### config.mk
export PLATFORM = sky130hd
export DESIGN_NAME = peak_step_counter_flat
export DESIGN_NICKNAME = d
export VERILOG_FILES = /design/src/design/pkc_pkg.sv /design/src/design/pkc_if.sv /design/src/design/pkc_cell.sv /design/src/design/pkc_chain.sv /design/src/design/peak_step_counter.sv /design/src/flat_wrapper.sv
export SDC_FILE = /design/constraint.sdc
export NUM_CORES = 1
export LEC_CHECK = 0
export ABC_AREA = 0
export BUFFER_PORTS_ARGS = -buffer_cell sky130_fd_sc_hd__buf_2
export CAP_MARGIN = 30
export CORE_MARGIN = 3
export CORE_UTILIZATION = 30
export CTS_CLUSTER_SIZE = 30
export DETAILED_ROUTE_END_ITERATION = 7
export GPL_ROUTABILITY_DRIVEN = 1
export PLACE_DENSITY = 0.49
export SYNTH_ARGS = -nofsm -noshare
export SYNTH_HDL_FRONTEND = slang
export SYNTH_HIERARCHICAL = 1
export SYNTH_SLANG_ARGS = --single-unit
### constraint.sdc
create_clock -name clk -period 7.15 [get_ports clk]
set_input_delay 0.715 -clock clk [delete_from_list [all_inputs] [get_ports clk]]
set_output_delay 0.715 -clock clk [all_outputs]
set_load 0.03 [all_outputs]
### src/design/pkc_pkg.sv
// ---------------------------------------------------------------------------
// pkc_pkg
// Shared types and constants for the peak step counter.
// ---------------------------------------------------------------------------
`default_nettype none

package pkc_pkg;

    localparam int MAG_W    = 16;
    localparam int TIME_W   = 32;
    localparam int COUNT_W  = 20;
    localparam int DIST_W   = 28;
    localparam int CAL_W    = 16;
    localparam int STRIDE_W = 8;
    localparam int CFG_IDX_W  = 3;
    localparam int CFG_DATA_W = 16;

    localparam logic [COUNT_W-1:0] COUNT_MAX = 20'hFFFFF;

    // count / 25 as (count * CAL_MULT) >> CAL_SHIFT, exact for 20-bit counts
    localparam int CAL_MULT_W = 21;
    localparam int CAL_SHIFT  = 25;
    localparam logic [CAL_MULT_W-1:0] CAL_MULT = 21'd1342178;
    localparam int CALP_W = COUNT_W + CAL_MULT_W;

    localparam logic [3:0] DIGIT_LAST = 4'd9;

    localparam logic [CFG_IDX_W-1:0] REG_PEAK_MIN  = 3'd0;
    localparam logic [CFG_IDX_W-1:0] REG_PEAK_MAX  = 3'd1;
    localparam logic [CFG_IDX_W-1:0] REG_GAP_MIN   = 3'd2;
    localparam logic [CFG_IDX_W-1:0] REG_GAP_MAX   = 3'd3;
    localparam logic [CFG_IDX_W-1:0] REG_STRIDE    = 3'd4;

    localparam logic [MAG_W-1:0]    PEAK_MIN_RST = 16'd307;
    localparam logic [MAG_W-1:0]    PEAK_MAX_RST = 16'd896;
    localparam logic [15:0]         GAP_MIN_RST  = 16'd300;
    localparam logic [15:0]         GAP_MAX_RST  = 16'd2000;
    localparam logic [STRIDE_W-1:0] STRIDE_RST   = 8'd75;

    localparam logic OP_SAMPLE = 1'b0;
    localparam logic OP_CLEAR  = 1'b1;

    typedef enum logic [2:0] {
        ST_IDLE,
        ST_SCAN,
        ST_DECIDE,
        ST_MATH,
        ST_DONE
    } state_t;

    typedef struct packed {
        logic load;
        logic rotate;
    } chain_ctl_t;

endpackage

`default_nettype wire

### src/design/pkc_if.sv
// ---------------------------------------------------------------------------
// pkc_if
// Sample and result channels of the peak step counter.
// ---------------------------------------------------------------------------
`default_nettype none

interface pkc_in_if;
    logic        valid;
    logic        ready;
    logic        op;
    logic [15:0] magnitude;
    logic [31:0] time_ms;

    modport source (output valid, output op, output magnitude, output time_ms,
                    input ready);
    modport sink   (input valid, input op, input magnitude, input time_ms,
                    output ready);
endinterface

interface pkc_out_if;
    logic        valid;
    logic        ready;
    logic        step_found;
    logic [19:0] step_total;
    logic [27:0] distance_cm;
    logic [15:0] calories;
    logic        report_due;

    modport source (output valid, output step_found, output step_total,
                    output distance_cm, output calories, output report_due,
                    input ready);
    modport sink   (input valid, input step_found, input step_total,
                    input distance_cm, input calories, input report_due,
                    output ready);
endinterface

`default_nettype wire

### src/design/pkc_cell.sv
// ---------------------------------------------------------------------------
// pkc_cell
// One sample cell of the ring; takes its neighbor's sample when enabled.
// ---------------------------------------------------------------------------
`default_nettype none

module pkc_cell (
    input  wire logic                     clk,
    input  wire logic                     en,
    input  wire logic [pkc_pkg::MAG_W-1:0] din,
    output logic      [pkc_pkg::MAG_W-1:0] q
);

    logic [pkc_pkg::MAG_W-1:0] data_reg;

    always_ff @(posedge clk)
    begin
        if (en)
        begin
            data_reg <= din;
        end
    end

    assign q = data_reg;

endmodule

`default_nettype wire

### src/design/pkc_chain.sv
// ---------------------------------------------------------------------------
// pkc_chain
// Row of sample cells. Load shifts a new sample in at cell 0; rotate moves
// every sample one cell on, last cell wrapping to the first.
// ---------------------------------------------------------------------------
`default_nettype none

module pkc_chain #(
    parameter int DEPTH = 10
) (
    input  wire logic                      clk,
    input  wire pkc_pkg::chain_ctl_t       ctl,
    input  wire logic [pkc_pkg::MAG_W-1:0] sample_in,
    output logic      [pkc_pkg::MAG_W-1:0] head,
    output logic      [pkc_pkg::MAG_W-1:0] tap
);

    logic [pkc_pkg::MAG_W-1:0] link [DEPTH];
    logic [pkc_pkg::MAG_W-1:0] first_din;
    logic                      shift_en;

    assign shift_en  = ctl.load | ctl.rotate;
    assign first_din = ctl.load ? sample_in : link[DEPTH-1];

    pkc_cell u_cell0 (
        .clk (clk),
        .en  (shift_en),
        .din (first_din),
        .q   (link[0])
    );

    for (genvar i = 1; i < DEPTH; i++)
    begin : g_cell
        pkc_cell u_cell (
            .clk (clk),
            .en  (shift_en),
            .din (link[i-1]),
            .q   (link[i])
        );
    end

    assign head = link[DEPTH-1];
    assign tap  = link[0];

endmodule

`default_nettype wire

### src/design/peak_step_counter.sv
// ---------------------------------------------------------------------------
// peak_step_counter
// Pedometer step counter by peak detection over a ring of samples.
// ---------------------------------------------------------------------------
// A magnitude sample is processed in steps after acceptance: the ring is a
// chain of cells that rotates one place per cycle past a single 16-bit
// comparator to check the candidate peak, then the interval check, the
// distance and calorie multiplies, and the result register, which waits
// while an earlier result is still untaken. A daily reset item skips the
// scan. One item is in work at a time; the next is taken once the previous
// result sits in the output register, even if not yet taken.
`default_nettype none

module peak_step_counter #(
    parameter int RING_DEPTH = 10
) (
    input  wire logic                           clk,
    input  wire logic                           rst_n,
    input  wire logic                           cfg_we,
    input  wire logic [pkc_pkg::CFG_IDX_W-1:0]  cfg_index,
    input  wire logic [pkc_pkg::CFG_DATA_W-1:0] cfg_data,
    pkc_in_if.sink                              sample,
    pkc_out_if.source                           result
);

    localparam int POS_W  = $clog2(RING_DEPTH);
    localparam int FILL_W = $clog2(RING_DEPTH + 1);

    pkc_pkg::state_t state_reg, state_next;

    logic [pkc_pkg::MAG_W-1:0]    peak_min_reg, peak_max_reg;
    logic [15:0]                  gap_min_reg, gap_max_reg;
    logic [pkc_pkg::STRIDE_W-1:0] stride_reg;

    logic                          op_reg;
    logic [pkc_pkg::TIME_W-1:0]    time_reg;
    logic [pkc_pkg::MAG_W-1:0]     cand_reg;
    logic                          peak_ok_reg;
    logic [POS_W-1:0]              pos_reg;
    logic [FILL_W-1:0]             fill_reg;
    logic [pkc_pkg::TIME_W-1:0]    last_reg;
    logic                          have_reg;
    logic [pkc_pkg::COUNT_W-1:0]   count_reg;
    logic [3:0]                    digit_reg;
    logic                          counted_reg;
    logic                          report_reg;
    logic [pkc_pkg::DIST_W-1:0]    dist_reg;
    logic [pkc_pkg::CALP_W-1:0]    calp_reg;

    logic                          out_valid_reg;
    logic                          out_found_reg;
    logic [pkc_pkg::COUNT_W-1:0]   out_total_reg;
    logic [pkc_pkg::DIST_W-1:0]    out_dist_reg;
    logic [pkc_pkg::CAL_W-1:0]     out_cal_reg;
    logic                          out_report_reg;

    pkc_pkg::chain_ctl_t           chain_ctl;
    logic [pkc_pkg::MAG_W-1:0]     head, tap;
    logic                          accept;
    logic                          scan_fail;
    logic                          scan_last;
    logic                          done_fire;
    logic                          is_step;
    logic [pkc_pkg::TIME_W-1:0]    gap;

    // ---------------- configuration ----------------
    always_ff @(posedge clk or negedge rst_n)
    begin
        if (!rst_n)
        begin
            peak_min_reg <= pkc_pkg::PEAK_MIN_RST;
            peak_max_reg <= pkc_pkg::PEAK_MAX_RST;
            gap_min_reg  <= pkc_pkg::GAP_MIN_RST;
            gap_max_reg  <= pkc_pkg::GAP_MAX_RST;
            stride_reg   <= pkc_pkg::STRIDE_RST;
        end
        else if (cfg_we)
        begin
            unique case (cfg_index)
                pkc_pkg::REG_PEAK_MIN: peak_min_reg <= cfg_data;
                pkc_pkg::REG_PEAK_MAX: peak_max_reg <= cfg_data;
                pkc_pkg::REG_GAP_MIN:  gap_min_reg  <= cfg_data;
                pkc_pkg::REG_GAP_MAX:  gap_max_reg  <= cfg_data;
                pkc_pkg::REG_STRIDE:   stride_reg   <= cfg_data[pkc_pkg::STRIDE_W-1:0];
                default: ;
            endcase
        end
    end

    // ---------------- sample chain ----------------
    pkc_chain #(
        .DEPTH (RING_DEPTH)
    ) u_chain (
        .clk       (clk),
        .ctl       (chain_ctl),
        .sample_in (sample.magnitude),
        .head      (head),
        .tap       (tap)
    );

    // ---------------- control ----------------
    assign scan_last = (pos_reg == '0);
    assign done_fire = (state_reg == pkc_pkg::ST_DONE) && (!out_valid_reg || result.ready);

    always_comb
    begin
        state_next = state_reg;
        unique case (state_reg)
            pkc_pkg::ST_IDLE:
                if (sample.valid)
                begin
                    state_next = (sample.op == pkc_pkg::OP_CLEAR) ? pkc_pkg::ST_DECIDE
                                                                  : pkc_pkg::ST_SCAN;
                end
            pkc_pkg::ST_SCAN:
                if (scan_last)
                begin
                    state_next = pkc_pkg::ST_DECIDE;
                end
            pkc_pkg::ST_DECIDE: state_next = pkc_pkg::ST_MATH;
            pkc_pkg::ST_MATH:   state_next = pkc_pkg::ST_DONE;
            pkc_pkg::ST_DONE:
                if (done_fire)
                begin
                    state_next = pkc_pkg::ST_IDLE;
                end
            default: state_next = pkc_pkg::ST_IDLE;
        endcase
    end

    always_comb
    begin
        sample.ready     = (state_reg == pkc_pkg::ST_IDLE);
        accept           = sample.valid && sample.ready;
        chain_ctl.load   = accept && (sample.op == pkc_pkg::OP_SAMPLE);
        chain_ctl.rotate = (state_reg == pkc_pkg::ST_SCAN);
    end

    always_ff @(posedge clk or negedge rst_n)
    begin
        if (!rst_n)
        begin
            state_reg <= pkc_pkg::ST_IDLE;
        end
        else
        begin
            state_reg <= state_next;
        end
    end

    // ---------------- item capture and peak scan ----------------
    // head holds the entry at ring position pos_reg; position 1 is the candidate
    assign scan_fail = (pos_reg != POS_W'(1)) && (FILL_W'(pos_reg) < fill_reg)
                       && (head >= cand_reg);

    always_ff @(posedge clk)
    begin
        if (accept)
        begin
            op_reg   <= sample.op;
            time_reg <= sample.time_ms;
            cand_reg <= tap;
        end
    end

    always_ff @(posedge clk or negedge rst_n)
    begin
        if (!rst_n)
        begin
            fill_reg    <= '0;
            pos_reg     <= '0;
            peak_ok_reg <= 1'b0;
        end
        else if (accept)
        begin
            pos_reg     <= POS_W'(RING_DEPTH - 1);
            peak_ok_reg <= 1'b1;
            if (chain_ctl.load && (fill_reg != FILL_W'(RING_DEPTH)))
            begin
                fill_reg <= fill_reg + 1'b1;
            end
        end
        else if (chain_ctl.rotate)
        begin
            pos_reg <= pos_reg - 1'b1;
            if (scan_fail)
            begin
                peak_ok_reg <= 1'b0;
            end
        end
    end

    // ---------------- step decision ----------------
    assign is_step = (op_reg == pkc_pkg::OP_SAMPLE) && peak_ok_reg
                     && (fill_reg >= FILL_W'(3))
                     && (cand_reg >= peak_min_reg) && (cand_reg <= peak_max_reg);
    assign gap = time_reg - last_reg;

    always_ff @(posedge clk or negedge rst_n)
    begin
        if (!rst_n)
        begin
            last_reg    <= '0;
            have_reg    <= 1'b0;
            count_reg   <= '0;
            digit_reg   <= '0;
            counted_reg <= 1'b0;
            report_reg  <= 1'b0;
        end
        else if (state_reg == pkc_pkg::ST_DECIDE)
        begin
            counted_reg <= 1'b0;
            report_reg  <= 1'b0;
            if (op_reg == pkc_pkg::OP_CLEAR)
            begin
                count_reg <= '0;
                digit_reg <= '0;
            end
            else if (is_step)
            begin
                priority if (have_reg && (gap > 32'(gap_max_reg)))
                begin
                    last_reg <= time_reg;
                end
                else if (!have_reg || (gap >= 32'(gap_min_reg)))
                begin
                    counted_reg <= 1'b1;
                    have_reg    <= 1'b1;
                    last_reg    <= time_reg;
                    if (count_reg != pkc_pkg::COUNT_MAX)
                    begin
                        count_reg <= count_reg + 1'b1;
                        if (digit_reg == pkc_pkg::DIGIT_LAST)
                        begin
                            digit_reg  <= '0;
                            report_reg <= 1'b1;
                        end
                        else
                        begin
                            digit_reg <= digit_reg + 1'b1;
                        end
                    end
                end
                else
                begin
                end
            end
        end
    end

    // ---------------- totals ----------------
    always_ff @(posedge clk)
    begin
        if (state_reg == pkc_pkg::ST_MATH)
        begin
            dist_reg <= pkc_pkg::DIST_W'(count_reg) * pkc_pkg::DIST_W'(stride_reg);
            calp_reg <= pkc_pkg::CALP_W'(count_reg) * pkc_pkg::CALP_W'(pkc_pkg::CAL_MULT);
        end
    end

    // ---------------- result register ----------------
    always_ff @(posedge clk or negedge rst_n)
    begin
        if (!rst_n)
        begin
            out_valid_reg <= 1'b0;
        end
        else if (done_fire)
        begin
            out_valid_reg <= 1'b1;
        end
        else if (result.ready)
        begin
            out_valid_reg <= 1'b0;
        end
    end

    always_ff @(posedge clk)
    begin
        if (done_fire)
        begin
            out_found_reg  <= counted_reg;
            out_total_reg  <= count_reg;
            out_dist_reg   <= dist_reg;
            out_cal_reg    <= calp_reg[pkc_pkg::CAL_SHIFT +: pkc_pkg::CAL_W];
            out_report_reg <= report_reg;
        end
    end

    assign result.valid       = out_valid_reg;
    assign result.step_found  = out_found_reg;
    assign result.step_total  = out_total_reg;
    assign result.distance_cm = out_dist_reg;
    assign result.calories    = out_cal_reg;
    assign result.report_due  = out_report_reg;

    // ---------------- assertions ----------------
    a_fill_range: assert property (@(posedge clk) disable iff (!rst_n)
        fill_reg <= FILL_W'(RING_DEPTH))
        else $error("ring fill count beyond depth");

    a_report_needs_step: assert property (@(posedge clk) disable iff (!rst_n)
        report_reg |-> counted_reg)
        else $error("report flagged without a counted step");

    a_count_monotonic: assert property (@(posedge clk) disable iff (!rst_n)
        (state_reg == pkc_pkg::ST_DECIDE && op_reg == pkc_pkg::OP_SAMPLE)
        |=> count_reg >= $past(count_reg))
        else $error("step count dropped on a sample item");

    a_found_nonzero: assert property (@(posedge clk) disable iff (!rst_n)
        (result.valid && result.step_found) |-> (result.step_total != '0))
        else $error("step found with zero total");

    a_scan_exit: assert property (@(posedge clk) disable iff (!rst_n)
        (state_reg == pkc_pkg::ST_SCAN && scan_last) |=> state_reg == pkc_pkg::ST_DECIDE)
        else $error("scan did not end after last cell");

endmodule

`default_nettype wire
### src/flat_wrapper.sv
// flat-port wrapper written by rule: the top's interface ports become plain ports
module peak_step_counter_flat 
#(
    parameter int RING_DEPTH = 10
)
  (clk, rst_n, cfg_we, cfg_index, cfg_data, sample_valid, sample_op, sample_magnitude, sample_time_ms, sample_ready, result_valid, result_step_found, result_step_total, result_distance_cm, result_calories, result_report_due, result_ready);
  pkc_in_if sample_i ();
  pkc_out_if result_i ();
  input  wire logic clk;
  input  wire logic rst_n;
  input  wire logic cfg_we;
  input  wire logic [pkc_pkg::CFG_IDX_W-1:0] cfg_index;
  input  wire logic [pkc_pkg::CFG_DATA_W-1:0] cfg_data;
  input wire logic [$bits(sample_i.valid)-1:0] sample_valid;
  input wire logic [$bits(sample_i.op)-1:0] sample_op;
  input wire logic [$bits(sample_i.magnitude)-1:0] sample_magnitude;
  input wire logic [$bits(sample_i.time_ms)-1:0] sample_time_ms;
  output wire logic [$bits(sample_i.ready)-1:0] sample_ready;
  output wire logic [$bits(result_i.valid)-1:0] result_valid;
  output wire logic [$bits(result_i.step_found)-1:0] result_step_found;
  output wire logic [$bits(result_i.step_total)-1:0] result_step_total;
  output wire logic [$bits(result_i.distance_cm)-1:0] result_distance_cm;
  output wire logic [$bits(result_i.calories)-1:0] result_calories;
  output wire logic [$bits(result_i.report_due)-1:0] result_report_due;
  input wire logic [$bits(result_i.ready)-1:0] result_ready;
  assign sample_i.valid = sample_valid;
  assign sample_i.op = sample_op;
  assign sample_i.magnitude = sample_magnitude;
  assign sample_i.time_ms = sample_time_ms;
  assign sample_ready = sample_i.ready;
  assign result_valid = result_i.valid;
  assign result_step_found = result_i.step_found;
  assign result_step_total = result_i.step_total;
  assign result_distance_cm = result_i.distance_cm;
  assign result_calories = result_i.calories;
  assign result_report_due = result_i.report_due;
  assign result_i.ready = result_ready;
  peak_step_counter #(.RING_DEPTH(RING_DEPTH)) u_core (.clk(clk), .rst_n(rst_n), .cfg_we(cfg_we), .cfg_index(cfg_index), .cfg_data(cfg_data), .sample(sample_i), .result(result_i));
endmodule
==> reports/qor.txt, run 1 <==
=================================================================================
Run status                                                              completed
Floorplan core area                                                    105000 µm²
Final setup skew                                                        0.0245 ns
Yosys reg bits                                                                463
Avg Inst Size Synth                                                      11.6 µm²
Top-count cell post-synth                                                   inv_1
Count of unique library cells instantiated by Yosys                            75
Via count                                                                   19789
Post-layout net count                                                        3648
Logic pwr share                                                             31.6%
Tmin final                                                                6.68 ns
Max transition margin                                                       39.5%
Largest cells by area after synthesis                                edfxtp_1 30%, fa_1 16%, ha_1 15%
Measured slew at the worst slew-check pin                                0.907 ns
Antenna-violating nets left                                                     0
Critical path capture point type                                        flip-flop
Warning count from the yosys run                                                6
Maximum count of clock buffers along a single path                              3
Async set-or-reset flop fraction in the synthesized netlist                 31.1%
Highest attainable clock frequency                                        150 MHz
Worst IR drop on VDD                                                       286 µV
Tightest Hold Check Type                                             input pin to asynchronous set/reset pin
Maximum number of pins on one net before global-route repair                   66
Most frequent cell on the critical path                                     inv_1
Post-Synthesis Cells                                                         2752
Cell type of the slowest stage on the worst timing path                     or4_1
Area of the multi-input gates                                           16500 µm²
Chip width                                                                 332 µm
Fraction of the cycle the final worst path needs                            93.4%
Clock slew seen by the registers of the worst setup and hold paths        0.06 ns
RSZ-0062 raised after global routing                                        false
Proportion of layout cells with a drive suffix above 1                      14.3%
Share of the synthesized area in the top cell type                          30.0%
Worst setup path class                                               flip-flop to flip-flop
Number of fillers in the final layout                                       10489
Internal power summed over all cells                                    0.00705 W
Post-DR wirelength/cell                                                   16.9 µm
Total routing usage reported by global routing                              13.6%
Worst slack, placed                                                      0.179 ns
Detailed Route Iter0 Violations                                               853
Clk pwr share                                                               26.6%
Most frequently used flop master after synthesis                         edfxtp_1
Initial antenna violation count                                                15
Critical Path AT                                                          7.07 ns
Post-synthesis net count                                                     3467
First-pass GRT wire length                                                 118 mm
Number of top-level pins                                                      141
Number of flip-flops under the largest register name                          144
CP Launch Type                                                          flip-flop
Post-synth EDFFs                                                              319
Via count of the first global-routing pass                                  20783
Cell area power density                                                295 nW/µm²
Number of I/O port buffers                                                    140
Sum of net half-perimeters after detailed placement                       56.4 mm
Wire length after detailed routing                                        73.7 mm
TritonCTS clock tree                                                          yes
Congestion Overflow GR                                                          0
Clk Latency, worst-skew pair                                              0.66 ns
Number of clock sinks seen by CTS                                             463
Level count of the clock H-tree                                                 2
Fin Hold WS                                                             0.0862 ns
Switching Fraction                                                          34.6%
Slack of the critical path                                               0.473 ns
Drc violations                                                                  0
Overall die height                                                         332 µm
Top cells by count, synth                                            527 x inv_1, 389 x ha_1, 319 x edfxtp_1
Footprint of the flip-flops and latches                                 13200 µm²
CP Data Required Time                                                     7.54 ns
Max stage delay on crit path                                              0.56 ns
Routability Congestion                                                      0.888
Max capacitance violation total                                                 0
Cell type contributing the most total cell area after synthesis          edfxtp_1
Floorplan die area                                                     110000 µm²
Total iterations of the first detailed-routing run                              5
Count of pins over their slew limit                                             0
Cell Area, Synth                                                        31900 µm²
Sequential-to-total area share from yosys stat                              41.4%
Clock Tree Root                                                         clkbuf_16
Top fanout value on the critical path                                           5
Area overhead of the layout relative to synthesis                           14.5%
Reported net switching power                                            0.00373 W
Number of failing hold endpoints at the final stage                             0
Leakage power of the design                                               17.2 nW
Vias per Instance                                                            4.53
Number of core rows                                                           118
Total of endpoints with negative setup slack in the final report                0
Number of buffers created by CTS                                               55
Number of buffer and inverter stages on the critical path                       8
Share of power burned in registers                                          41.8%
Kind of cell with the highest combined delay on the critical path     adder cells
Initial standard-cell utilization of the core                               30.5%
Setup Total Neg Slack                                                        0 ns
=================================================================================
-- kinds of logic (layout without fill, tap and decap cells) --
group | Yosys count | after routing | synth area share, %
adders and majority gates | 642 | 642 | 31.1
buffers and inverters | 602 | 829 | 7.18
and+or+nand+nor | 529 | 529 | 8.02
DFF | 463 | 463 | 41.4
AOI/OAI and AO/OA | 371 | 371 | 7.49
muxes | 85 | 85 | 3.09
xor gates and xnor gates | 60 | 60 | 1.65
other | 0 | 10 | 0
-- metrics by stage --
stage | area [µm²] | power [W] | std cells | util (%)
5_1_grt | 36500 | 0.0116 | 4360 | 34.9
6_report | 36500 | 0.0108 | 4369 | 34.9
3_5_place_dp | 34500 | 0.00799 | 4254 | 33.0
3_3_place_gp | 34500 | 0.00796 | 4253 | 33.0
2_1_floorplan | 31900 | 0.00694 | 2752 | -
4_1_cts | 36400 | 0.0110 | 4357 | 34.8
-- power by group through the flow --
stage                     combinational (W)  clock [W]  sequential, W
after global placement              0.00340          0        0.00456
after floorplan                     0.00240          0        0.00455
final                               0.00341    0.00286        0.00451
after CTS                           0.00345    0.00300        0.00453
after global routing                0.00387    0.00310        0.00462
after detailed placement            0.00343          0        0.00457
-- cells in the final DEF (no fill, tap or decap), drive strengths merged, types with 14 or more instances in the layout --
cell	count
a21o	44
a21oi	91
and2	75
and3	15
buf	199
clkbuf	78
clkinv	15
dfrtp	122
dfstp	22
edfxtp	319
fa	253
ha	389
inv	530
mux2	81
nand2	221
nand3	25
nand4	27
nor2	73
nor2b	14
nor3	31
o21a	21
o21ai	98
o31ai	16
xnor2	46
xor2	14
-- final cells by class --
class	count	area share, %
Multi-Input combinational cell	1687	45.2
Sequential cell	463	36.2
Inverter	527	5.42
Tap cell	1380	4.73
Clock buffer	78	4.40
Timing Repair Buffer	199	3.27
Clock inverter	25	0.757
Antenna cell	10	0.0686
-- worst register-to-register path: cells and delay by family, from the launching register on --
kind | cells | cell delay, ns
AO/OA/AOI/OAI | 6 | 1.04
flip-flops | 1 | 0.46
AND/OR/NAND/NOR | 3 | 0.77
adder cells (fa/ha/maj) | 8 | 3.41
buffers and inverters | 8 | 0.66
XOR/XNOR | 1 | 0.07
-- final timing paths --
check	end	slack, ns	from	cells past startpoint
setup / recovery	u_core/calp_reg[40]	0.47	u_core/count_reg[3]	26
hold / removal	u_core/last_reg[26]	0.09	rst_n	1
setup reg to reg	u_core/calp_reg[40]	0.47	u_core/count_reg[3]	26
hold reg to reg	u_core/u_chain/g_cell[5].u_cell/q[10]	0.41	u_core/u_chain/g_cell[4].u_cell/q[10]	0
max in group asynchronous	u_core/peak_max_reg[6]	5.97	rst_n	2
min in group clk	u_core/time_reg[22]	0.23	sample_time_ms[22]	1
-- timing repair --
| action | 4_1_cts | 5_1_grt |
|---|---|---|
| setup endpoints to repair | 0 | 7 |
| hold buffers | 0 | 0 |
| resized for setup | 0 | 8 |
| setup buffers | 0 | 1 |
-- per-layer routing --
layer | share of wire, % | global-route usage (%)
met1 | 47 | 18.3
met3 | 4.8 | 3.21
met5 | 0.056 | 0
met4 | 2.0 | 3.45
met2 | 46 | 22.2
Note: power is estimated with default switching activity, not from simulation.
==> run 2, diff against run 1 <==
--- a/config.mk
+++ b/config.mk
@@ -6,14 +6,16 @@
 export NUM_CORES = 1
 export LEC_CHECK = 0
 export ABC_AREA = 0
-export BUFFER_PORTS_ARGS = -buffer_cell sky130_fd_sc_hd__buf_2
+export ABC_CLOCK_PERIOD_IN_PS = 7150
 export CAP_MARGIN = 30
 export CORE_MARGIN = 3
 export CORE_UTILIZATION = 30
 export CTS_CLUSTER_SIZE = 30
 export DETAILED_ROUTE_END_ITERATION = 7
+export DONT_BUFFER_PORTS = 1
 export GPL_ROUTABILITY_DRIVEN = 1
-export PLACE_DENSITY = 0.49
+export PLACE_DENSITY = 0.48
+export REMOVE_ABC_BUFFERS = 1
 export SYNTH_ARGS = -nofsm -noshare
 export SYNTH_HDL_FRONTEND = slang
 export SYNTH_HIERARCHICAL = 1
==> reports/qor.txt, run 2 (synthesized netlist as in run 1, its figures left out) <==
=================================================================================
Setup Total Neg Slack                                                        0 ns   unchanged
Post-DR wirelength/cell                                                   17.7 µm   +4.9%
Total routing usage reported by global routing                              13.8%   +0.17 points
Detailed Route Iter0 Violations                                              1004   +18%
Critical Path AT                                                          7.06 ns   about the same
Via count of the first global-routing pass                                  20306   -2.3%
Clk Latency, worst-skew pair                                              0.64 ns   -0.02 ns
Overall die height                                                         332 µm   unchanged
Area overhead of the layout relative to synthesis                           11.8%
Number of fillers in the final layout                                       10412   -0.73%
Number of I/O port buffers                                                      0   -100%
Kind of cell with the highest combined delay on the critical path     adder cells
Footprint of the flip-flops and latches                                 13200 µm²   about the same
Cell type of the slowest stage on the worst timing path                      fa_1
Clock slew seen by the registers of the worst setup and hold paths        0.06 ns   about the same
Number of failing hold endpoints at the final stage                             0   unchanged
Most frequent cell on the critical path                                      fa_1
Count of pins over their slew limit                                             0   unchanged
Tmin final                                                                6.69 ns   +0.00773 ns
Max stage delay on crit path                                              0.55 ns   about the same
Maximum count of clock buffers along a single path                              3   unchanged
Highest attainable clock frequency                                        150 MHz   -0.12%
Floorplan die area                                                     110000 µm²   unchanged
Floorplan core area                                                    105000 µm²   unchanged
Number of buffers created by CTS                                               53   -3.6%
Level count of the clock H-tree                                                 2   unchanged
Drc violations                                                                  0   unchanged
CP Data Required Time                                                     7.53 ns   about the same
Proportion of layout cells with a drive suffix above 1                      9.76%   -4.6 points
Number of flip-flops under the largest register name                          144   unchanged
Slack of the critical path                                               0.465 ns   -0.00773 ns
Number of logic stages on the critical path including buffering                25   -3.8%
Post-layout net count                                                        3500   -4.1%
Wire length after detailed routing                                        74.5 mm   +1.0%
Worst setup path class                                               flip-flop to flip-flop
First-pass GRT wire length                                                 119 mm   +0.45%
Final setup skew                                                        0.0359 ns   +0.0114 ns
Initial antenna violation count                                                 8   -7
Power Total                                                              0.0107 W   -1.1%
Run status                                                              completed
Total of endpoints with negative setup slack in the final report                0   unchanged
Measured slew at the worst slew-check pin                                 1.06 ns   +0.153 ns
RSZ-0062 raised after global routing                                        false
Cell area power density                                                299 nW/µm²   +1.2%
Maximum number of pins on one net before global-route repair                  138   +110%
Fraction of the cycle the final worst path needs                            93.5%   +0.11 points
Post-layout utilization of the core                                         34.1%   -0.81 points
Clock Tree Root                                                         clkbuf_16
Max transition margin                                                       29.3%   -10 points
Chip width                                                                 332 µm   unchanged
Top fanout value on the critical path                                           7   +2
Vias per Instance                                                            4.57   +0.82%
Commonest non-fill, non-tap cells in the layout                      526 x inv_1, 389 x ha_1, 319 x edfxtp_1
Worst slack, placed                                                      0.237 ns   +0.0579 ns
Number of top-level pins                                                      141   unchanged
Total iterations of the first detailed-routing run                              5   unchanged
Initial standard-cell utilization of the core                               30.5%   unchanged
FF-to-FF path depth                                                            25   -3.8%
Antenna-violating nets left                                                     0   unchanged
Post-route design area                                                  35700 µm²   -2.3%
Number of core rows                                                           118   unchanged
Max capacitance violation total                                                 0   unchanged
Worst IR drop on VDD                                                       292 µV   +2.1%
Cell area after placement                                               33800 µm²   -2.2%
Via count                                                                   19220   -2.9%
Leakage power of the design                                               16.6 nW   -3.5%
Congestion Overflow GR                                                          0   unchanged
Sum of net half-perimeters after detailed placement                       56.9 mm   +0.85%
Critical path capture point type                                        flip-flop
Tightest Hold Check Type                                             input pin to asynchronous set/reset pin
Number of clock sinks seen by CTS                                             463   unchanged
Number of buffer and inverter stages on the critical path                       7   -1
Routability Congestion                                                      0.844   -4.9%
TritonCTS clock tree                                                          yes
Area of the multi-input gates                                           16500 µm²   about the same
CP Launch Type                                                          flip-flop
Commonest non-fill, non-tap cell in the layout                              inv_1
Antenna Diode Count                                                             0   -10
=================================================================================
==> run 2: changes by cell type in the layout (fill, tap and decap cells not counted), sizes merged <==
| cell | delta |
|---|---|
| clkbuf | -7 |
| diode | -10 |
| bufinv | +3 |
| inv | +1 |
| clkinv | -1 |
| dlygate4sd3 | +1 |
| buf | -147 |
==> run 2: worst reg2reg max path, cell delays in order, from the launching register on <==
cell and delay, ns:
dfrtp_1 0.50, buf_4 0.22, ha_1 0.28, fa_1 0.51, ha_1 0.15, inv_1 0.05
fa_1 0.53, inv_1 0.05, fa_1 0.47, fa_1 0.55, inv_1 0.05, fa_1 0.49
inv_1 0.04, ha_1 0.31, nand4_1 0.09, or4_1 0.55, a22oi_1 0.24, buf_4 0.18
o211ai_1 0.08, buf_4 0.15, a311oi_2 0.26, nor2_1 0.11, a21oi_1 0.22, a21oi_1 0.13
o21bai_1 0.16, xnor2_1 0.07
==> run 2: metal layers <==
layer / wire, µm / part of all wire [%] / up-vias / GRT usage, %
met3: 4040 / 5.4 / 82 / 3.24
met4: 1410 / 1.9 / 2 / 3.17
met2: 34900 / 47 / 298 / 22.7
li1: - / - / 9314 / -
met5: 13 / 0.017 / - / 0
met1: 34100 / 46 / 9524 / 18.5
==> run 2: final cells by class <==
type / count / area share (%)
timing repair buffer: 53 / 1.24
tap: 1380 / 4.84
inverter: 527 / 5.55
clock buffer: 71 / 4.13
clock inverter: 28 / 0.993
sequential: 463 / 37.1
multi-input combinational: 1687 / 46.2
==> run 2: what timing repair did <==
action,CTS,global route
setup buffers,0,1
resized for setup,0,3
hold buffers,2,0
hold endpoints to repair,137,0
endpoints found under the setup margin,0,4
==> run 2: final timing paths <==
kind | startpoint | endpoint | slack (ns)
worst max register to register | u_core/count_reg[7] | u_core/calp_reg[40] | 0.46
max in group asynchronous | rst_n | u_core/peak_min_reg[1] | 6.06
min in group clk | sample_time_ms[6] | u_core/time_reg[6] | 0.18
worst max-delay path | u_core/count_reg[7] | u_core/calp_reg[40] | 0.46
worst min register to register | u_core/u_chain/g_cell[6].u_cell/q[2] | u_core/u_chain/g_cell[7].u_cell/q[2] | 0.41
worst min-delay path | rst_n | u_core/count_reg[4] | 0.07
==> run 2: power by group <==
| group | internal [W] | total (W) | switching [W] |
|---|---|---|---|
| Sequential | 0.00409 | 0.00468 | 0.000585 |
| Clock | 0.00168 | 0.00285 | 0.00117 |
| Combinational | 0.00122 | 0.00314 | 0.00191 |
==> run 2: metrics by stage <==
stage | hold WS, ns | instances
final | 0.0707 | 4209
after global routing | 0.112 | 4209
after CTS | 0.0743 | 4208
after detailed placement | 0.405 | 4107
after global placement | 0.401 | 4106
after floorplan | 0.400 | 2677
==> run 3, diff against run 2 <==
--- a/config.mk
+++ b/config.mk
@@ -8,7 +8,7 @@
 export ABC_AREA = 0
 export ABC_CLOCK_PERIOD_IN_PS = 7150
 export CAP_MARGIN = 30
-export CORE_MARGIN = 3
+export CORE_MARGIN = 2
 export CORE_UTILIZATION = 30
 export CTS_CLUSTER_SIZE = 30
 export DETAILED_ROUTE_END_ITERATION = 7
==> reports/qor.txt, run 3 (synthesized netlist as in run 1, its figures left out) <==
=================================================================================
Critical Path AT                                                          7.00 ns   -0.06 ns
Tmin final                                                                6.60 ns   -0.0848 ns
Clk Latency, worst-skew pair                                              0.66 ns   +0.02 ns
Area overhead of the layout relative to synthesis                           11.9%   about the same
Floorplan die area                                                     109000 µm²   -1.2%
Top fanout value on the critical path                                          15   +8
Post-DR wirelength/cell                                                   17.7 µm   +0.15%
Proportion of layout cells with a drive suffix above 1                      9.58%   -0.18 points
Max transition margin                                                       31.2%   +1.9 points
Run status                                                           finished, violations left
Drc violations                                                                  8   +8
Antenna-violating nets left                                                     0   unchanged
Highest attainable clock frequency                                        152 MHz   +1.3%
Total routing usage reported by global routing                              14.0%   +0.14 points
Initial antenna violation count                                                 5   -3
Commonest non-fill, non-tap cells in the layout                      526 x inv_1, 389 x ha_1, 319 x edfxtp_1
Number of buffer and inverter stages on the critical path                       7   unchanged
Tightest Hold Check Type                                             input pin to asynchronous set/reset pin
Post-layout instance count excluding filler cells                            4221   +0.29%
Worst setup path class                                               flip-flop to flip-flop
Antenna Diode Count                                                             0   unchanged
First-pass GRT wire length                                                 116 mm   -2.1%
Setup Total Neg Slack                                                        0 ns   unchanged
Clock slew seen by the registers of the worst setup and hold paths        0.06 ns   about the same
Initial standard-cell utilization of the core                               30.3%   -0.26 points
Via count                                                                   19272   +0.27%
Max stage delay on crit path                                              0.57 ns   +0.02 ns
Violated checks                                                               DRC
Vias per Instance                                                            4.57   about the same
Power Total                                                              0.0107 W   +0.42%
Chip width                                                                 330 µm   -0.60%
Kind of cell with the highest combined delay on the critical path     adder cells
TritonCTS clock tree                                                          yes
Congestion Overflow GR                                                          0   unchanged
Post-layout net count                                                        3499   -0.029%
Count of pins over their slew limit                                             0   unchanged
Routability Congestion                                                      0.860   +1.8%
Cell type of the slowest stage on the worst timing path                      fa_1
RSZ-0062 raised after global routing                                        false
Number of buffers created by CTS                                               54   +1.9%
Critical path capture point type                                        flip-flop
Floorplan core area                                                    105000 µm²   +0.85%
Maximum number of pins on one net before global-route repair                  161   +17%
Final setup skew                                                        0.0506 ns   +0.0148 ns
Commonest non-fill, non-tap cell in the layout                              inv_1
Most frequent cell on the critical path                                      fa_1
Total of endpoints with negative setup slack in the final report                0   unchanged
Number of top-level pins                                                      141   unchanged
Post-route design area                                                  35700 µm²   about the same
Number of flip-flops under the largest register name                          144   unchanged
Fin Hold WS                                                             0.0349 ns   -0.0358 ns
Clock Tree Root                                                         clkbuf_16
Fraction of the cycle the final worst path needs                            92.3%   -1.2 points
Placed cell count                                                            4117   +0.24%
Number of failing hold endpoints at the final stage                             0   unchanged
Maximum count of clock buffers along a single path                              3   unchanged
Number of clock sinks seen by CTS                                             463   unchanged
Number of core rows                                                           119   +0.85%
Via count of the first global-routing pass                                  19636   -3.3%
Max capacitance violation total                                                 0   unchanged
Overall die height                                                         330 µm   -0.60%
Measured slew at the worst slew-check pin                                 1.03 ns   -0.0281 ns
Number of I/O port buffers                                                      0   unchanged
Sum of net half-perimeters after detailed placement                       57.5 mm   +1.0%
Number of fillers in the final layout                                       10642   +2.2%
CP Launch Type                                                          flip-flop
Worst IR drop on VDD                                                       232 µV   -21%
Cell area after placement                                               33800 µm²   about the same
Leakage power of the design                                               16.6 nW   about the same
CP Data Required Time                                                     7.55 ns   +0.02 ns
Level count of the clock H-tree                                                 2   unchanged
Total iterations of the first detailed-routing run                              8   +3
Detailed Route Iter0 Violations                                              1067   +6.3%
Cell area power density                                                300 nW/µm²   +0.35%
Wire length after detailed routing                                        74.8 mm   +0.43%
=================================================================================
-- run 3: cell count changes in the layout (fill, tap and decap cells not counted), moves of 2 or more --
cell       delta
clkinv_16     +2
clkbuf_8      -4
clkinv_4      -2
clkinv_1      +3
clkbuf_1      +5
-- run 3: metrics by stage --
stage               setup slack, ns  util [%]
detailed placement            0.302      32.1
global placement              0.279      32.0
CTS                           0.292      33.8
finish                        0.550      33.9
global route                 0.0166      33.9
floorplan                     0.480         -
-- run 3: worst paths after layout --
check | cells after the start | endpoint | slack, ns | from
setup reg to reg | 26 | u_core/calp_reg[35] | 0.55 | u_core/count_reg[9]
hold / removal | 1 | u_core/last_reg[31] | 0.03 | rst_n
setup / recovery | 26 | u_core/calp_reg[35] | 0.55 | u_core/count_reg[9]
min in group clk | 0 | u_core/time_reg[2] | 0.15 | sample_time_ms[2]
hold reg to reg | 0 | u_core/u_chain/g_cell[7].u_cell/q[8] | 0.41 | u_core/u_chain/g_cell[6].u_cell/q[8]
max in group asynchronous | 1 | u_core/count_reg[5] | 6.39 | rst_n
-- run 3: final cells by class --
class                   instances  area (µm²)  area share [%]
multi-input cells            1687       16500            46.2
flip-flops and latches        463       13200            37.0
inverters                     527        1980            5.54
well taps                    1391        1740            4.88
clock buffers                  73        1460            4.10
repair buffers                 51         435            1.22
clock inverters                29         380            1.07
-- run 3: repair_timing --
| item | CTS | global route |
|---|---|---|
| endpoints found under the setup margin | 0 | 4 |
| endpoints found under the hold margin | 144 | 0 |
| hold buffers | 1 | 0 |
| buffers inserted | 0 | 1 |
| gates resized for setup | 0 | 4 |
-- run 3: power by group --
part	internal (W)	switching [W]
Clock	0.00167	0.00119
Sequential	0.00409	0.000585
Combinational	0.00123	0.00193
-- run 3: routing by layer --
metal,routed length [µm],share of wire (%),up-vias,track usage [%]
met1,34500,46,9624,18.7
met5,13,0.017,-,0
met4,1300,1.7,2,3.10
met2,35400,47,260,22.9
li1,-,-,9312,-
met3,3670,4.9,74,3.34
